### config.mk
export PLATFORM = sky130hd
export DESIGN_NAME = lfia_ram
export DESIGN_NICKNAME = d
export VERILOG_FILES = /design/src/sv/lfia_ram.sv
export SDC_FILE = /design/constraint.sdc
export NUM_CORES = 1
export LEC_CHECK = 0
export ABC_AREA = 1
export BUFFER_PORTS_ARGS = -buffer_cell sky130_fd_sc_hd__buf_4
export CAP_MARGIN = 10
export CORE_UTILIZATION = 60
export CTS_CLUSTER_DIAMETER = 120
export DETAILED_ROUTE_END_ITERATION = 6
export GPL_TIMING_DRIVEN = 0
export MAX_ROUTING_LAYER = met4
export PLACE_DENSITY_LB_ADDON = 0.3
export REMOVE_ABC_BUFFERS = 1
export SLEW_MARGIN = 20
export SYNTH_ARGS = -nofsm -noshare
export SYNTH_HDL_FRONTEND = slang
export SYNTH_SLANG_ARGS = --single-unit
### constraint.sdc
create_clock -name clk -period 2 [get_ports clk]
set_clock_uncertainty 0.05 [all_clocks]
set_input_delay 0.2 -clock clk [delete_from_list [all_inputs] [get_ports clk]]
set_output_delay 0.2 -clock clk [all_outputs]
set_load 0.02 [all_outputs]
### src/sv/lfia_ram.sv
// Generic single-port synchronous RAM with registered read data.
// No dependencies.
module lfia_ram #(
    parameter int WIDTH = 8,
    parameter int DEPTH = 16,
    parameter int AW = $clog2(DEPTH)
) (
    input  logic             clk,
    input  logic             we,
    input  logic [AW-1:0]    addr,
    input  logic [WIDTH-1:0] wdata,
    output logic [WIDTH-1:0] rdata
);

    logic [WIDTH-1:0] mem [DEPTH];

    always_ff @(posedge clk)
    begin
        if (we)
        begin
            mem[addr] <= wdata;
        end
        rdata <= mem[addr];
    end

endmodule

* After elaboration in Yosys (flattened, before gate mapping)
Memories as Yosys holds them, arrays and structs flattened. A register that Yosys moved wholly into a read port is not among the register bits. Cells that the tools add are included.
Storage, ports and cells: memories 1, RAM bits 128, register bits 0, latch bits 0, bits in read-only memories 0, bits of input ports 14
Memories:
- mem | depth 16, width 8, rd ports 1, clocked after memory_dff 1, write ports 1, RTL line 15 | logic [WIDTH-1:0] mem [DEPTH];
Cells by class: divide/modulo/power cells 0, bitwise gates (word level) 0, equal/unequal tests 0, add/sub/neg operators 0, reduce and logical (&&, ||, !) cells 0, magnitude comparators 0, shift-type cells 0, muxes and demuxes 2, multipliers 0
Operators by type and width (count):
- $mux 1 | 2

* Logic depth before layout (Yosys ltp)
Gate-level depths: netlist (run 1).
depth in word-level cells 2, mapped depth 11, gate-level depth less buffers 9

* Worst setup path after synthesis (run 1)
OpenSTA, ideal clock, no wires.
path kind input to register, start in addr[1], end mem mem[3][0] (enable), setup time 0.370 ns, arrival time 1.207 ns, cell stages on the path 4, path slack 0.373 ns, buffers on the path 2, cell sequence buf_2 -> clkbuf_1 -> nand3_1 -> nor2_1
RTL lines:
- start: declaration | RTL line 10 | input logic [AW-1:0] addr,
- end: declaration | RTL line 15
No word-level cell before the write port.

* Worst setup path in the final report (run 1)
start in addr[0], end mem mem[2][5] (enable)
No word-level cell before the write port.

==> flow_summary.ini, run 1 <==
[job]
cap_violations = 0

[cts]
clk_pin_slew_ns = 0.06
insertion_delay_ns = 0.52
numCtsBuffers = 17
clockBufferDepth = 2
cts_root_buf = clkbuf_8
cts_max_level = 4
cts_tree = done
clock_sink_count = 136

[hold_path]
min_from = addr[3]
holdPathStages = 6
hold_path_class = in2reg
worst_hold_path.endpoint = rdata[1]$_DFF_P_

[power]
power.density_mw_per_mm2 = 1063
pwr-share-seq_pct = 46.4
power_frac_comb_pct = 6.1
p_total_mw = 6.909
p_sw_share_pct = 21.17
internal_power_mw = 5.446
switching_power_mw = 1.462
power_frac_clock_pct = 47.5
leakage_nw = 2.778
ir_worst_vdd_uv = 786.3

[worst_setup_path]
required_ns = 2.11
path_class = in2reg
end_kind = register
critPathBufInv = 2
reg2regPathDepth = 8
reg2reg_from = mem[6][2]$_DFFE_PP_
cp_max_fo = 67
reg2reg_to = rdata[2]$_DFF_P_
max_stage_delay_ns = 0.51
arrival_ns = 1.94
crit_family = simple AND/OR/NAND/NOR gates
crit_slowest_cell = nor2_2
rrSetupSlack_ns = 0.88
worstSetupStartpointType = input port
path_cells = buf_4 > inv_6 > nand3_1 > nor2_2

[layout]
drive_above_1_share_pct = 10.03
synthToLayoutAreaGrowth_pct = 16.20
seq_area_sq_mm = 0.004004
final_net_count = 589
multi_input_area_sq_mm = 0.001406
diodes = 0
fillers = 576

[yosys]
syn_area_sq_mm = 0.005593
synth-seq-cells = 136
syn_avg_cell_area_sq_um = 10.21
synth.yosys.warnings = 0
ys_seq_area_share_pct = 71.59
synthCells = 548
ys_types = 11

[timing]
period_share_pct = 91.51
fin_crit_ns = 1.830
rsz0062_at_grt = false
layout_setup_ws_ns = 0.1698
hold_violations = 0
clock.fmax_mhz = 546.4
slew_headroom_pct = 40.79
fin_hold_ws_ns = 0.2115
setup_tns_ns = 0
finalMaxSlewViolations = 0
setup_viol = 0
tightest_slew_ns = 0.8849

[floorplanning]
num_rows = 34
die-area_sq_mm = 0.009711
io_pins = 22
die_y_um = 98.55
coreArea_sq_mm = 0.008891
start_util_pct = 62.90
die_w_um = 98.55

[detailed_routing]
ant_nets = 0
drtIter0Drc = 452
wl_um = 12050
avgViaCountPerCell = 5.444
vias = 3789
drc = 38
wire_per_inst_um = 17.31
firstDrtPassIters = 7

[outcome]
violations = design-rule violations
status = finished with violations

[global_route]
grt_pass1_vias = 3584
track_usage_pct = 27.39
antenna_found_initial = 0
grt_max_degree = 68
overflow = 0
grt_pass1_wl_um = 18550

[place]
detailed_place_hpwl_um = 6353
place_ws_ns = -1.068
globalplace.congestion = 0.7583
port_buffers = 21
-- cells in the mapped netlist --
cell type,count,area [sq um]
nand2_1,346,1299
nand3_1,4,20.02
buf_2,12,60.06
buf_4,6,45.04
clkinv_1,1,3.750
edfxtp_1,128,3844
inv_2,1,3.750
dfxtp_1,8,160.2
nor2_1,18,67.56
clkbuf_1,3,11.26
inv_1,21,78.83
-- worst max-delay path by stage --
| stage | endpoint | slack (ns) | from | cells after the start |
|---|---|---|---|---|
| 3_5_place_dp | mem[10][3]$_DFFE_PP_ | -1.07 | addr[0] | 4 |
| 4_1_cts | mem[2][5]$_DFFE_PP_ | -0.10 | addr[0] | 4 |
| 2_1_floorplan | mem[6][0]$_DFFE_PP_ | 0.19 | addr[0] | 3 |
| 6_report | mem[2][5]$_DFFE_PP_ | 0.17 | addr[0] | 4 |
| 5_1_grt | mem[10][6]$_DFFE_PP_ | 0.07 | addr[0] | 4 |
| 3_3_place_gp | mem[10][4]$_DFFE_PP_ | -0.96 | addr[0] | 4 |
-- sequential cells by signal (all words and copies together) (netlist names) --
| register | count |
|---|---|
| rdata | 8 |
| mem | 128 |
-- cell usage in the layout (no fill, tap or decap), types with 3 or more instances in the layout --
cell | Yosys | routed
buf_4 | 6 | 21
bufinv_16 | 0 | 5
clkbuf_16 | 0 | 16
clkinv_1 | 1 | 3
clkinv_2 | 0 | 3
clkinv_4 | 0 | 3
dfxtp_1 | 8 | 8
dlygate4sd3_1 | 0 | 8
edfxtp_1 | 128 | 128
inv_1 | 21 | 21
nand2_1 | 346 | 346
nand3_1 | 4 | 4
nor2_1 | 18 | 10
nor2_2 | 0 | 8
-- worst reg2reg max path, cell delays in order (launching register included) --
cell and delay, ns:
edfxtp_1 0.38, nand2_1 0.09, nand2_1 0.06, nand2_1 0.06, nand2_1 0.06, nand2_1 0.09, nand2_1 0.07, inv_1 0.07
nand2_1 0.08
-- cells by family (layout without fill, tap and decap cells) --
kind of cell | Yosys count | in the layout | synth area share (%)
simple gates | 368 | 368 | 24.79
buf+inv | 44 | 84 | 3.624
flops | 136 | 136 | 71.59
-- area by class of cell --
class | count | share of cell area [%]
clock buffer | 18 | 6.431
tap | 108 | 2.079
multi-input combinational | 368 | 21.64
inverter | 23 | 1.425
clock inverter | 14 | 3.157
sequential | 136 | 61.61
timing repair buffer | 29 | 3.658
-- power groups by stage --
stage	combinational, mW	clock (mW)	sequential (mW)
2_1_floorplan	0.182	0	3.29
3_3_place_gp	0.381	0	3.26
3_5_place_dp	0.395	0	3.26
4_1_cts	0.415	3.29	3.20
5_1_grt	0.460	3.40	3.21
6_report	0.420	3.28	3.20
-- layer usage --
layer  track usage, %  vias to the layer above  share of wire (%)
li1                 -                     1807                  -
met1            36.72                     1782                 41
met2            41.60                      180                 49
met3            5.532                       20                8.2
met4            11.25                        0                1.7
met5                -                        -                  0
-- what timing repair did --
action,4_1_cts,5_1_grt
gates resized for setup,6,5
setup buffers,0,0
cloned,0,0
hold buffers,8,0
pin swaps,0,0
endpoints found under the setup margin,96,64
endpoints found under the hold margin,128,0
-- metrics by stage --
step                      cells  area, sq um  utilization, %
after floorplan             527         5477               -
after global placement      656         5769           64.89
after detailed placement    656         5769           64.89
after CTS                   696         6486           72.95
after global routing        696         6499           73.09
final                       696         6499           73.09
No activity file was read; power rests on OpenSTA's default activity.
==> run 2: changes to the inputs <==
--- a/config.mk
+++ b/config.mk
@@ -6,7 +6,7 @@
 export NUM_CORES = 1
 export LEC_CHECK = 0
 export ABC_AREA = 1
-export BUFFER_PORTS_ARGS = -buffer_cell sky130_fd_sc_hd__buf_4
+export BUFFER_PORTS_ARGS = -buffer_cell sky130_fd_sc_hd__buf_2
 export CAP_MARGIN = 10
 export CORE_UTILIZATION = 60
 export CTS_CLUSTER_DIAMETER = 120
@@ -15,7 +15,6 @@
 export MAX_ROUTING_LAYER = met4
 export PLACE_DENSITY_LB_ADDON = 0.3
 export REMOVE_ABC_BUFFERS = 1
-export SLEW_MARGIN = 20
 export SYNTH_ARGS = -nofsm -noshare
 export SYNTH_HDL_FRONTEND = slang
 export SYNTH_SLANG_ARGS = --single-unit
==> constraint.sdc (replaced) <==
create_clock -name clk -period 1.8 [get_ports clk]
set_clock_uncertainty 0.05 [all_clocks]
set_input_delay 0.18 -clock clk [delete_from_list [all_inputs] [get_ports clk]]
set_output_delay 0.18 -clock clk [all_outputs]
set_load 0.02 [all_outputs]
==> run 2 against run 1 <==
- the run still ends with design-rule violations left
- cell area down 1.9%
- critical path type unchanged
- flip-flop and latch count unchanged
- hold slack got worse by 0.19 ns
- die area stayed put
- critical path depth decreased by 1
- sequential power grew 11%
==> flow_summary.ini, run 2 (synthesis gave the netlist of run 1 again) <==
[outcome]
status = finished with violations
violations = design-rule violations

[timing]
slew_headroom_pct = 47.43
setup_viol = 0
clock.fmax_mhz = 564.4
hold_violations = 0
tightest_slew_ns = 0.7885
layout_setup_ws_ns = 0.02823
fin_crit_ns = 1.772
finalMaxSlewViolations = 0
rsz0062_at_grt = true
fin_hold_ws_ns = 0.02577
period_share_pct = 98.43

[detailed_routing]
ant_nets = 0
dr_wl_met2_um = 5668
wl_um = 11710
wire_per_inst_um = 17.00
drtIter0Drc = 427
avgViaCountPerCell = 5.530
vias = 3810
topRoutingLayerUsed = met4
wl_met3_um = 1040
firstDrtPassIters = 7
wl_met1_um = 4694
drc = 2

[layout]
largest_register_ffs = 128
drive_above_1_share_pct = 10.84
biggestRegsByFlops = mem: 128 flops, rdata: 8 flops
fillers = 576
largest_register = mem
final_net_count = 582
final_common_cell = nand2_1
final_cell_mix = nand2_1, edfxtp_1, inv_1
synthToLayoutAreaGrowth_pct = 13.94
diodes = 0

[cts]
cts_root_buf = clkbuf_8
cts_max_level = 4
clock_sink_count = 136
insertion_delay_ns = 0.52
clockBufferDepth = 2
numCtsBuffers = 17
clk_pin_slew_ns = 0.06
cts_tree = done

[place]
detailed_place_hpwl_um = 6316
port_buffers = 21
place_ws_ns = -1.486
globalplace.congestion = 0.7734

[floorplanning]
coreArea_sq_mm = 0.008891
start_util_pct = 62.90
die_w_um = 98.55
io_pins = 22
die-area_sq_mm = 0.009711
die_y_um = 98.55
num_rows = 34

[worst_setup_path]
arrival_ns = 1.87
cp_max_fo = 67
required_ns = 1.89
end_kind = register
path_class = in2reg
worstSetupStartpointType = input port

[global_route]
track_usage_pct = 27.46
overflow = 0
grt_max_degree = 68
grt_pass1_vias = 3787
antenna_found_initial = 0
grt_pass1_wl_um = 18690

[power]
ir_worst_vdd_uv = 944.6
p_total_mw = 7.484
power.density_mw_per_mm2 = 1174
leakage_nw = 2.724

[job]
cap_violations = 0

[hold_path]
hold_path_class = in2reg
[run 2: changes by cell type in the layout (fill, tap and decap cells not counted), moves of 2 or more]
cell | before | now
buf_4 | 21 | 1
dlygate4sd3_1 | 8 | 1
nor2_1 | 10 | 7
nor2_2 | 8 | 10
buf_2 | 0 | 20
[run 2: power breakdown]
group	switching (mW)	leakage [nW]	total, mW	internal, mW
Clock	1.25	0.290	3.49	2.23
Sequential	0.0179	1.22	3.56	3.54
Combinational	0.330	1.21	0.438	0.107
Total	1.60	2.72	7.48	5.88
[run 2: final timing paths]
| kind | from | to | slack, ns | cells past startpoint |
|---|---|---|---|---|
| min | wdata[5] | mem[15][5]$_DFFE_PP_ | 0.03 | 1 |
| max | addr[0] | mem[9][3]$_DFFE_PP_ | 0.03 | 3 |
| min reg2reg | mem[0][0]$_DFFE_PP_ | rdata[0]$_DFF_P_ | 0.65 | 8 |
| max reg2reg | mem[7][2]$_DFFE_PP_ | rdata[2]$_DFF_P_ | 0.64 | 8 |
[run 2: worst max-delay path, cell delays in order]
cell and delay [ns]:
buf_4 0.57, nand3_1 0.38, nor2_1 0.68
[run 2: final cells by class]
cell class	count	area, sq um	area share (%)
Clock buffer	18	417.9	6.558
Clock inverter	14	180.2	2.827
Inverter	23	98.84	1.551
Multi-Input combinational cell	368	1419	22.27
Sequential cell	136	4004	62.83
Tap cell	108	135.1	2.121
Timing Repair Buffer	22	117.6	1.846
[run 2: stage by stage]
step                      std cells  setup TNS [ns]  cell area [sq um]  util (%)
after floorplan                 527               0               5477         -
after global placement          656         -162.29               5717     64.30
after detailed placement        656         -164.07               5717     64.30
after CTS                       689          -1.032               6355     71.47
after global routing            689         -0.5891               6372     71.67
final                           689               0               6372     71.67
[run 2: per-layer routing]
layer	vias up	track usage, %
met5	-	-
met4	0	13.78
met3	33	5.745
met2	202	42.15
met1	1776	35.17
li1	1799	-
[run 2: repair_timing]
| item | in CTS | in global routing |
|---|---|---|
| gates resized for setup | 12 | 6 |
| hold buffers | 1 | 0 |
| buffers inserted | 0 | 0 |
| endpoints found under the hold margin | 11 | 0 |
| endpoints found under the setup margin | 136 | 83 |
