--- src/sv/lfia_pkg.sv ---
// Shared types and constants for the lowest free index allocator.
// No dependencies; imported by lfia_ctrl, the top level, the checker and the testbench.
package lfia_pkg;

    localparam int SLOT_COUNT_DEF = 64;
    localparam int KEY_W = 128;
    localparam int IN_W = 2 * KEY_W;

    typedef enum logic [1:0] {
        KIND_ADD    = 2'd0,
        KIND_REMOVE = 2'd1,
        KIND_GROUP  = 2'd2
    } kind_t;

    typedef enum logic [1:0] {
        STAT_OK        = 2'd0,
        STAT_FULL      = 2'd1,
        STAT_NOT_FOUND = 2'd2,
        STAT_DUPLICATE = 2'd3
    } status_t;

    typedef struct packed {
        logic ready;
        logic load;
    } hs_t;

endpackage

--- src/sv/lfia_ctrl.sv ---
// Sequencer for the allocator: slot scan, key compare, valid bits and held count.
// Depends on lfia_pkg; drives the key RAMs instantiated in the top level.
module lfia_ctrl
    import lfia_pkg::*;
#(
    parameter int SLOT_COUNT = SLOT_COUNT_DEF,
    parameter int IDX_W = $clog2(SLOT_COUNT),
    parameter int CNT_W = $clog2(SLOT_COUNT + 1)
) (
    input  logic             clk,
    input  logic             rst_n,
    input  logic             item_valid,
    input  logic [1:0]       item_kind,
    input  logic [IN_W-1:0]  item_key,
    input  logic [CNT_W-1:0] limit,
    input  logic             out_free,
    output hs_t              hs,
    output status_t          res_status,
    output logic [IDX_W-1:0] res_slot,
    output logic [CNT_W-1:0] res_freed,
    output logic [CNT_W-1:0] res_held,
    output logic [CNT_W-1:0] res_spare,
    output logic             ram_we,
    output logic [IDX_W-1:0] ram_addr,
    output logic [KEY_W-1:0] grp_wdata,
    output logic [KEY_W-1:0] job_wdata,
    input  logic [KEY_W-1:0] grp_rdata,
    input  logic [KEY_W-1:0] job_rdata
);

    typedef enum logic [3:0] {
        ST_IDLE  = 4'b0001,
        ST_SCAN  = 4'b0010,
        ST_DRAIN = 4'b0100,
        ST_DONE  = 4'b1000
    } state_t;

    localparam logic [IDX_W-1:0] LAST_IDX = IDX_W'(SLOT_COUNT - 1);
    localparam logic [CNT_W-1:0] FULL_CNT = CNT_W'(SLOT_COUNT);

    state_t            state_reg, state_next;
    logic [1:0]        kind_reg;
    logic [KEY_W-1:0]  grp_reg, job_reg;
    logic              full_reg;
    logic [IDX_W-1:0]  rd_addr_reg;
    logic              cmp_vld_reg;
    logic [IDX_W-1:0]  cmp_idx_reg;
    logic [SLOT_COUNT-1:0] valid_reg;
    logic [CNT_W-1:0]  held_reg;
    logic              hit_reg;
    logic [IDX_W-1:0]  hit_idx_reg;
    logic              free_found_reg;
    logic [IDX_W-1:0]  free_idx_reg;
    logic [CNT_W-1:0]  freed_reg;
    logic [IDX_W-1:0]  first_idx_reg;

    logic              take;
    logic              full_now;
    logic              slot_v, m_grp, m_key, is_free;
    logic [CNT_W-1:0]  held_fin;
    logic              set_v, clr_v, add_we;
    logic              load;

    assign take = item_valid && (state_reg == ST_IDLE);
    assign full_now = (held_reg >= limit) || (held_reg == FULL_CNT);

    assign slot_v  = valid_reg[cmp_idx_reg];
    assign m_grp   = cmp_vld_reg && slot_v && (grp_rdata == grp_reg);
    assign m_key   = m_grp && (job_rdata == job_reg);
    assign is_free = cmp_vld_reg && !slot_v;

    always_comb
    begin
        state_next = state_reg;
        case (state_reg)
            ST_IDLE:
            begin
                if (take)
                begin
                    case (item_kind)
                        KIND_ADD:    state_next = full_now ? ST_DONE : ST_SCAN;
                        KIND_REMOVE: state_next = ST_SCAN;
                        KIND_GROUP:  state_next = ST_SCAN;
                        default:     state_next = ST_DONE;
                    endcase
                end
            end
            ST_SCAN:
            begin
                if (rd_addr_reg == LAST_IDX)
                begin
                    state_next = ST_DRAIN;
                end
            end
            ST_DRAIN:
            begin
                state_next = ST_DONE;
            end
            ST_DONE:
            begin
                if (out_free)
                begin
                    state_next = ST_IDLE;
                end
            end
            default:
            begin
                state_next = ST_IDLE;
            end
        endcase
    end

    always_comb
    begin
        res_status = STAT_NOT_FOUND;
        res_slot   = '0;
        res_freed  = '0;
        held_fin   = held_reg;
        set_v      = 1'b0;
        clr_v      = 1'b0;
        add_we     = 1'b0;
        case (kind_reg)
            KIND_ADD:
            begin
                if (full_reg)
                begin
                    res_status = STAT_FULL;
                end
                else if (hit_reg)
                begin
                    res_status = STAT_DUPLICATE;
                    res_slot   = hit_idx_reg;
                end
                else
                begin
                    res_status = STAT_OK;
                    res_slot   = free_idx_reg;
                    held_fin   = held_reg + CNT_W'(1);
                    set_v      = 1'b1;
                    add_we     = 1'b1;
                end
            end
            KIND_REMOVE:
            begin
                if (hit_reg)
                begin
                    res_status = STAT_OK;
                    res_slot   = hit_idx_reg;
                    res_freed  = CNT_W'(1);
                    clr_v      = 1'b1;
                    held_fin   = (held_reg != '0) ? held_reg - CNT_W'(1) : held_reg;
                end
            end
            KIND_GROUP:
            begin
                if (freed_reg != '0)
                begin
                    res_status = STAT_OK;
                    res_slot   = first_idx_reg;
                    res_freed  = freed_reg;
                end
            end
            default:
            begin
            end
        endcase
    end

    assign res_held  = held_fin;
    assign res_spare = (limit > held_fin) ? limit - held_fin : '0;

    assign load      = (state_reg == ST_DONE) && out_free;
    assign hs.ready  = (state_reg == ST_IDLE);
    assign hs.load   = load;
    assign ram_we    = load && add_we;
    assign ram_addr  = (state_reg == ST_DONE) ? free_idx_reg : rd_addr_reg;
    assign grp_wdata = grp_reg;
    assign job_wdata = job_reg;

    always_ff @(posedge clk)
    begin
        if (take)
        begin
            grp_reg <= item_key[KEY_W-1:0];
            job_reg <= item_key[IN_W-1:KEY_W];
        end
        cmp_idx_reg <= rd_addr_reg;
    end

    always_ff @(posedge clk or negedge rst_n)
    begin
        if (!rst_n)
        begin
            state_reg      <= ST_IDLE;
            kind_reg       <= '0;
            full_reg       <= 1'b0;
            rd_addr_reg    <= '0;
            cmp_vld_reg    <= 1'b0;
            valid_reg      <= '0;
            held_reg       <= '0;
            hit_reg        <= 1'b0;
            hit_idx_reg    <= '0;
            free_found_reg <= 1'b0;
            free_idx_reg   <= '0;
            freed_reg      <= '0;
            first_idx_reg  <= '0;
        end
        else
        begin
            state_reg   <= state_next;
            cmp_vld_reg <= (state_reg == ST_SCAN);
            if (take)
            begin
                kind_reg       <= item_kind;
                full_reg       <= full_now;
                rd_addr_reg    <= '0;
                hit_reg        <= 1'b0;
                free_found_reg <= 1'b0;
                freed_reg      <= '0;
            end
            else if ((state_reg == ST_SCAN) && (rd_addr_reg != LAST_IDX))
            begin
                rd_addr_reg <= rd_addr_reg + IDX_W'(1);
            end
            if (m_key && !hit_reg)
            begin
                hit_reg     <= 1'b1;
                hit_idx_reg <= cmp_idx_reg;
            end
            if (is_free && !free_found_reg)
            begin
                free_found_reg <= 1'b1;
                free_idx_reg   <= cmp_idx_reg;
            end
            if ((kind_reg == KIND_GROUP) && m_grp)
            begin
                valid_reg[cmp_idx_reg] <= 1'b0;
                freed_reg              <= freed_reg + CNT_W'(1);
                if (freed_reg == '0)
                begin
                    first_idx_reg <= cmp_idx_reg;
                end
                if (held_reg != '0)
                begin
                    held_reg <= held_reg - CNT_W'(1);
                end
            end
            if (load)
            begin
                held_reg <= held_fin;
                if (set_v)
                begin
                    valid_reg[free_idx_reg] <= 1'b1;
                end
                if (clr_v)
                begin
                    valid_reg[hit_idx_reg] <= 1'b0;
                end
            end
        end
    end

endmodule

--- config.mk ---
export PLATFORM = sky130hd
export DESIGN_NAME = lfia_ctrl
export DESIGN_NICKNAME = d
export VERILOG_FILES = /design/src/sv/lfia_pkg.sv /design/src/sv/lfia_ctrl.sv
export SDC_FILE = /design/constraint.sdc
export NUM_CORES = 1
export LEC_CHECK = 0
export BUFFER_PORTS_ARGS = -buffer_cell sky130_fd_sc_hd__buf_2
export CAP_MARGIN = 20
export CORE_AREA = 2 2 318 320
export CTS_CLUSTER_DIAMETER = 30
export DETAILED_ROUTE_END_ITERATION = 8
export DIE_AREA = 0 0 320 322
export PLACE_DENSITY_LB_ADDON = 0.2
export SYNTH_ARGS = -nofsm -noshare
export SYNTH_HDL_FRONTEND = slang
export SYNTH_SLANG_ARGS = --single-unit
--- constraint.sdc ---
create_clock -name clk -period 8.7 [get_ports clk]
set_input_delay 1.305 -clock clk [delete_from_list [all_inputs] [get_ports clk]]
set_output_delay 1.305 -clock clk [all_outputs]
set_load 0.1 [all_outputs]
Word-level counts from Yosys, hierarchy flattened
Cells that the tools add are included.
{ "totals": {"register_bits": 374, "input_bits": 525, "output_inout_bits": 294} }
{ "op_classes": {"add_sub_neg": 5, "magnitude_cmp": 8, "eq_ne": 16, "muxes": 53, "n_bitwise": 5, "n_reduce_logical": 31} }
{ "op_table": {"columns": ["cell", "n"], "rows": [
  ["64-bit two-way mux", 5],
  ["128-bit == test", 2],
  ["64-bit AND", 2],
  ["64-bit inverter", 2],
  ["7-bit two-way mux", 10],
  ["64-bit bitwise OR", 1],
  ["6-bit two-way mux", 7],
  ["7-bit case mux with 2 select lines", 2],
  ["6-bit by 7-bit less-than comparator with 1-bit output, second input constant", 3],
  ["1-bit demux with 6-bit select", 3],
  ["6-bit by 1-bit greater-or-equal comparator with 1-bit output, second input constant", 3],
  ["6-bit case mux with 3 select lines", 1],
  ["4-bit two-way mux", 4],
  ["4-bit case mux with 4 select lines", 1],
  ["7-bit by 1-bit adder with 7-bit output, second input constant", 2],
  ["1-bit logical AND", 14],
  ["7-bit nonzero test", 2],
  ["1-bit two-way mux", 13],
  ["2-bit nonzero test", 5],
  ["2-bit two-way mux", 4],
  ["4-bit case mux with 2 select lines", 1],
  ["7-bit == test, second input constant", 1],
  ["7-bit greater-or-equal comparator", 1],
  ["7-bit > comparator", 1],
  ["22 further kinds", 28]
]} }

Logic depth before layout (Yosys ltp)
{ "logic_depth": {"ltp_word": 13, "mapped_depth": 19, "depth_no_buf": 17} }

Worst setup path after synthesis
Ideal clock, no wire load.
{ "synth_timing": {"path_kind": "reg-to-reg", "start": "register state_reg[0]", "end": "register kind_reg[0]", "arrival_ns": 8.952, "t_required_ns": 8.221, "path_slack_ns": -0.731, "path_stages_with_launch": 7, "path_cell_list": "dfstp_2 -> nand3b_1 -> inv_1 -> nand2_1 -> inv_1 -> clkbuf_1 -> o21ai_0"} }
{ "synth_lines": {"columns": ["item", "line_no", "rtl"], "rows": [
  ["start: declaration", "lfia_ctrl.sv:41", "state_t state_reg, state_next;"],
  ["start signal: assignment", "lfia_ctrl.sv:210", "state_reg <= state_next;"],
  ["end signal: assignment", "lfia_ctrl.sv:214", "kind_reg <= item_kind;"],
  ["end: declaration", "lfia_ctrl.sv:42", "logic [1:0] kind_reg;"]
]} }

Worst setup path after layout
{ "layout_timing": {"start": "register held_reg[2]", "end": "output port res_spare[3]"} }
{ "layout_via": {"elab_chain_len": 6, "word_cells_on_any_way": 11, "classes_between": "3 x add/sub; 1 x order compare; 6 x mux; 1 x reduce/logical"} }
{ "layout_lines": {"columns": ["item", "line_no", "rtl"], "rows": [
  ["start: declaration", "lfia_ctrl.sv:49", "logic [CNT_W-1:0] held_reg;"],
  ["start signal: assignment", "lfia_ctrl.sv:245", "held_reg <= held_reg - CNT_W'(1);"],
  ["start signal: assignment", "lfia_ctrl.sv:250", "held_reg <= held_fin;"],
  ["7-bit by 1-bit subtractor with 7-bit output (tied with other cells)", "lfia_ctrl.sv:151", "held_fin = (held_reg != '0) ? held_reg - CNT_W'(1) : held_reg;"],
  ["7-bit two-way mux, on equally long branches", null, null],
  ["7-bit two-way mux, on equally long branches", "lfia_ctrl.sv:145, lfia_ctrl.sv:125", null],
  ["7-bit case mux with 2 select lines (*)", "lfia_ctrl.sv:122", "case (kind_reg)"],
  ["7-bit subtractor or 7-bit > comparator (tied branches)", "lfia_ctrl.sv:170", "assign res_spare = (limit > held_fin) ? limit - held_fin : '0;"],
  ["7-bit two-way mux (*)", "lfia_ctrl.sv:170", null],
  ["end: declaration", "lfia_ctrl.sv:22", "output logic [CNT_W-1:0] res_spare,"]
]} }
Mark *: on every way between the ends. The rest lies on a longest branch, timed or not.

==> results.sh <==
export IMPL_grt_max_degree=140
export IMPL_insertion_delay_ns=0.70
export IMPL_gp_routability_congestion=0.938
export IMPL_via_per_inst=4.73
export IMPL_dp_hpwl_um=104000
export IMPL_gr_usage_all_layers_pct=23.6
export IMPL_htree_num_levels=3
export IMPL_power_density_nw_per_um2=382
export IMPL_hold_class="reg -> reg"
export IMPL_cts_sinks=374
export IMPL_cts_resized=0
export IMPL_syn_avg_cell_area_sq_um=11.1
export IMPL_initial_utilization_pct=19.1
export IMPL_mostFrequentLayoutCells="buf_2, edfxtp_1, nand2_1, nor2_1, inv_1"
export IMPL_synth_top_flop_cell="edfxtp_1"
export IMPL_path_class="reg -> out"
export IMPL_synthXorXnorAreaFrac_pct=7.27
export IMPL_synth_seq_area_share_pct=55.8
export IMPL_max_freq_ghz=0.146
export IMPL_crit_buf_inv=2
export IMPL_synth_seq_cells=374
export IMPL_grt_overflow=0
export IMPL_grt_pass1_vias=18500
export IMPL_crit_fanout=11
export IMPL_grt_pass1_wl_um=164000
export IMPL_layout_commonest_cell="buf_2"
export IMPL_outcome="finished clean"
export IMPL_skew_ns=0.0709
export IMPL_setup_viol=0
export IMPL_port_buffers=818
export IMPL_timing_hold_ws_ns=0.444
export IMPL_ys_types=70
export IMPL_cts_root_buffer="clkbuf_16"
export IMPL_wl_per_cell_um=31.2
export IMPL_area_growth_pct=51.1
export IMPL_clk_pin_slew_ns=0.04
export IMPL_first_pass_iters=5
export IMPL_io_pins=819
export IMPL_cts_setup_buffers=0
export IMPL_async_flop_share_pct=29.9
export IMPL_finalSetupTns_ns=0
export IMPL_crit_top_cell="o21ai_0"
export IMPL_synth_area_mux_share_pct=3.27
export IMPL_die_h_um=322
export IMPL_yosys_area_share_simple_pct=17.4
export IMPL_leakage_nw=12.2
export IMPL_arrival_ns=5.53
export IMPL_fp_dieW_um=320
export IMPL_holdBufCountCts=0
export IMPL_slew_viol_final=0
export IMPL_rsz0062_at_grt="false"
export IMPL_drc_errors=0
export IMPL_placementRows=116
export IMPL_crit_path_cell_trace="nor2_1 > and3_1 > nor2b_1 > or2_2 > o21ai_0 > a31oi_1 > inv_1 > ha_1 > nor2b_1 > o21ai_0 > a21boi_0 > o21ai_0 > a21oi_1 > o21ai_0 > a21oi_1 > nor3b_2 > buf_2"
export IMPL_hold_viol=0
export IMPL_final_nets=3172
export IMPL_worst_ep_required_time_ns=7.39
export IMPL_numCtsBuffers=114
export IMPL_finalCriticalPeriod_ns=6.84
export IMPL_relSlewSlack_pct=22.4
export IMPL_cp_end_kind="primary output"
export IMPL_drt_iter0_markers=2016
export IMPL_syn_num_nets=2273
export IMPL_worst_slew_pin_slew_ns=1.16
export IMPL_drv_cap=0
export IMPL_start_kind="flop"
export IMPL_yosysWarningCount=0
export IMPL_die_area_sq_um=103000
export IMPL_vias=19100
export IMPL_synth_compound_area_share_pct=10.8
export IMPL_cp_top_family="compound AO/OA/AOI/OAI gates"
export IMPL_netlist_area_sq_um=19000
export IMPL_cts_tree="done"
export IMPL_vdd_drop_max_mv=0.229
export IMPL_antenna_found_initial=85
export IMPL_synth_top_family_by_area="simple AND/OR/NAND/NOR gates"
export IMPL_core_area_sq_um=99600
export IMPL_wl_um=126000
export IMPL_synthAdderAreaFrac_pct=1.81
export IMPL_cpMaxStageDelayCell="nor2b_1"
export IMPL_layout_drive_gt1_share_pct=40.0
export IMPL_cts_buffer_depth=3
export IMPL_synth_edf_count=256
export IMPL_ant_nets=0
export IMPL_slowest_delay_ns=0.58
export IMPL_fin_crit_sh_pct=78.6
export IMPL_syn_inst=1721
cell usage after synthesis (all sizes together), types with 5 or more instances:
library cell	count	area [sq um]
nand4	70	465
dfxtp	6	120
mux2i	16	160
buf	27	143
dfrtp	111	2780
nand2	136	510
clkbuf	27	101
or4	6	45.0
o21ai	25	125
nor2b	17	106
nor4b	5	50.0
o2111ai	7	61.3
a22o	10	87.6
nor3	21	110
or3	5	31.3
and3b	6	52.6
mux2	31	349
a221oi	14	123
nor2	130	488
mux4	5	113
nor4	53	332
a31oi	68	425
ha	26	325
nand3b	12	90.1
o22ai	97	607
o211ai	6	45.0
a21oi	25	125
nand2b	87	544
o2bb2ai	18	158
xnor2	74	648
nor3b	10	80.1
nand3	42	210
xor2	84	736
inv	121	454
edfxtp	256	7690
and3	19	119
area by class of cell:
class	instances	area [sq um]
Clock buffer	138	3050
Fill cell	10600	70800
Timing Repair Buffer	837	4270
Clock inverter	79	867
Tap cell	1298	1620
Sequential cell	374	10600
Antenna cell	28	70.1
Multi-Input combinational cell	1171	7790
Inverter	122	465
per-stage QoR:
step	util [%]	area [sq um]	total power, mW	setup WS, ns	cells
after detailed placement	24.8	24700	6.83	2.63	3801
after CTS	28.8	28700	11.0	1.82	4018
final	28.9	28800	11.0	1.86	4047
after global routing	28.8	28700	11.3	1.39	4032
after global placement	24.8	24700	6.84	2.71	3799
after floorplan	-	19000	5.59	0.720	1721
cell families (layout without fill, tap and decap cells):
family	after synthesis	after routing
AO/OA/AOI/OAI	304	304
multiplexers	52	52
buffers and inverters	176	1176
XOR/XNOR	158	158
other	0	28
flip-flops	374	374
adder cells (fa/ha/maj)	27	27
AND/OR/NAND/NOR	630	630
power breakdown:
group | internal (mW) | leakage [nW] | total (mW) | switching (mW)
registers | 2.34 | 3.95 | 2.77 | 0.429
clock network | 2.81 | 1.88 | 4.16 | 1.34
logic | 0.695 | 6.41 | 4.07 | 3.38
worst paths after layout:
| kind | startpoint | endpoint | slack, ns | depth (start not counted) |
|---|---|---|---|---|
| max | held_reg[2]$_DFFE_PN0P_ | res_spare[3] | 1.86 | 17 |
| min | rd_addr_reg[5]$_DFFE_PN0P_ | cmp_idx_reg[5]$_DFF_P_ | 0.44 | 0 |
| max reg2reg | grp_wdata[38]$_DFFE_PP_ | valid_reg[20]$_DFF_PN0_ | 4.27 | 7 |
| min reg2reg | rd_addr_reg[5]$_DFFE_PN0P_ | cmp_idx_reg[5]$_DFF_P_ | 0.44 | 0 |
| max in group asynchronous | rst_n | valid_reg[20]$_DFF_PN0_ | 6.55 | 2 |
| min in group asynchronous | rst_n | state_reg[3]$_DFFE_PN0P_ | 0.70 | 1 |
layer usage:
metal	vias to the layer above	routed length (um)	GRT usage [%]
met5	-	287	0
met4	50	2880	6.17
met1	9419	52000	30.7
li1	8286	-	-
met3	241	18200	12.6
met2	1129	53000	33.6
No activity file was read; power rests on OpenSTA's default activity.
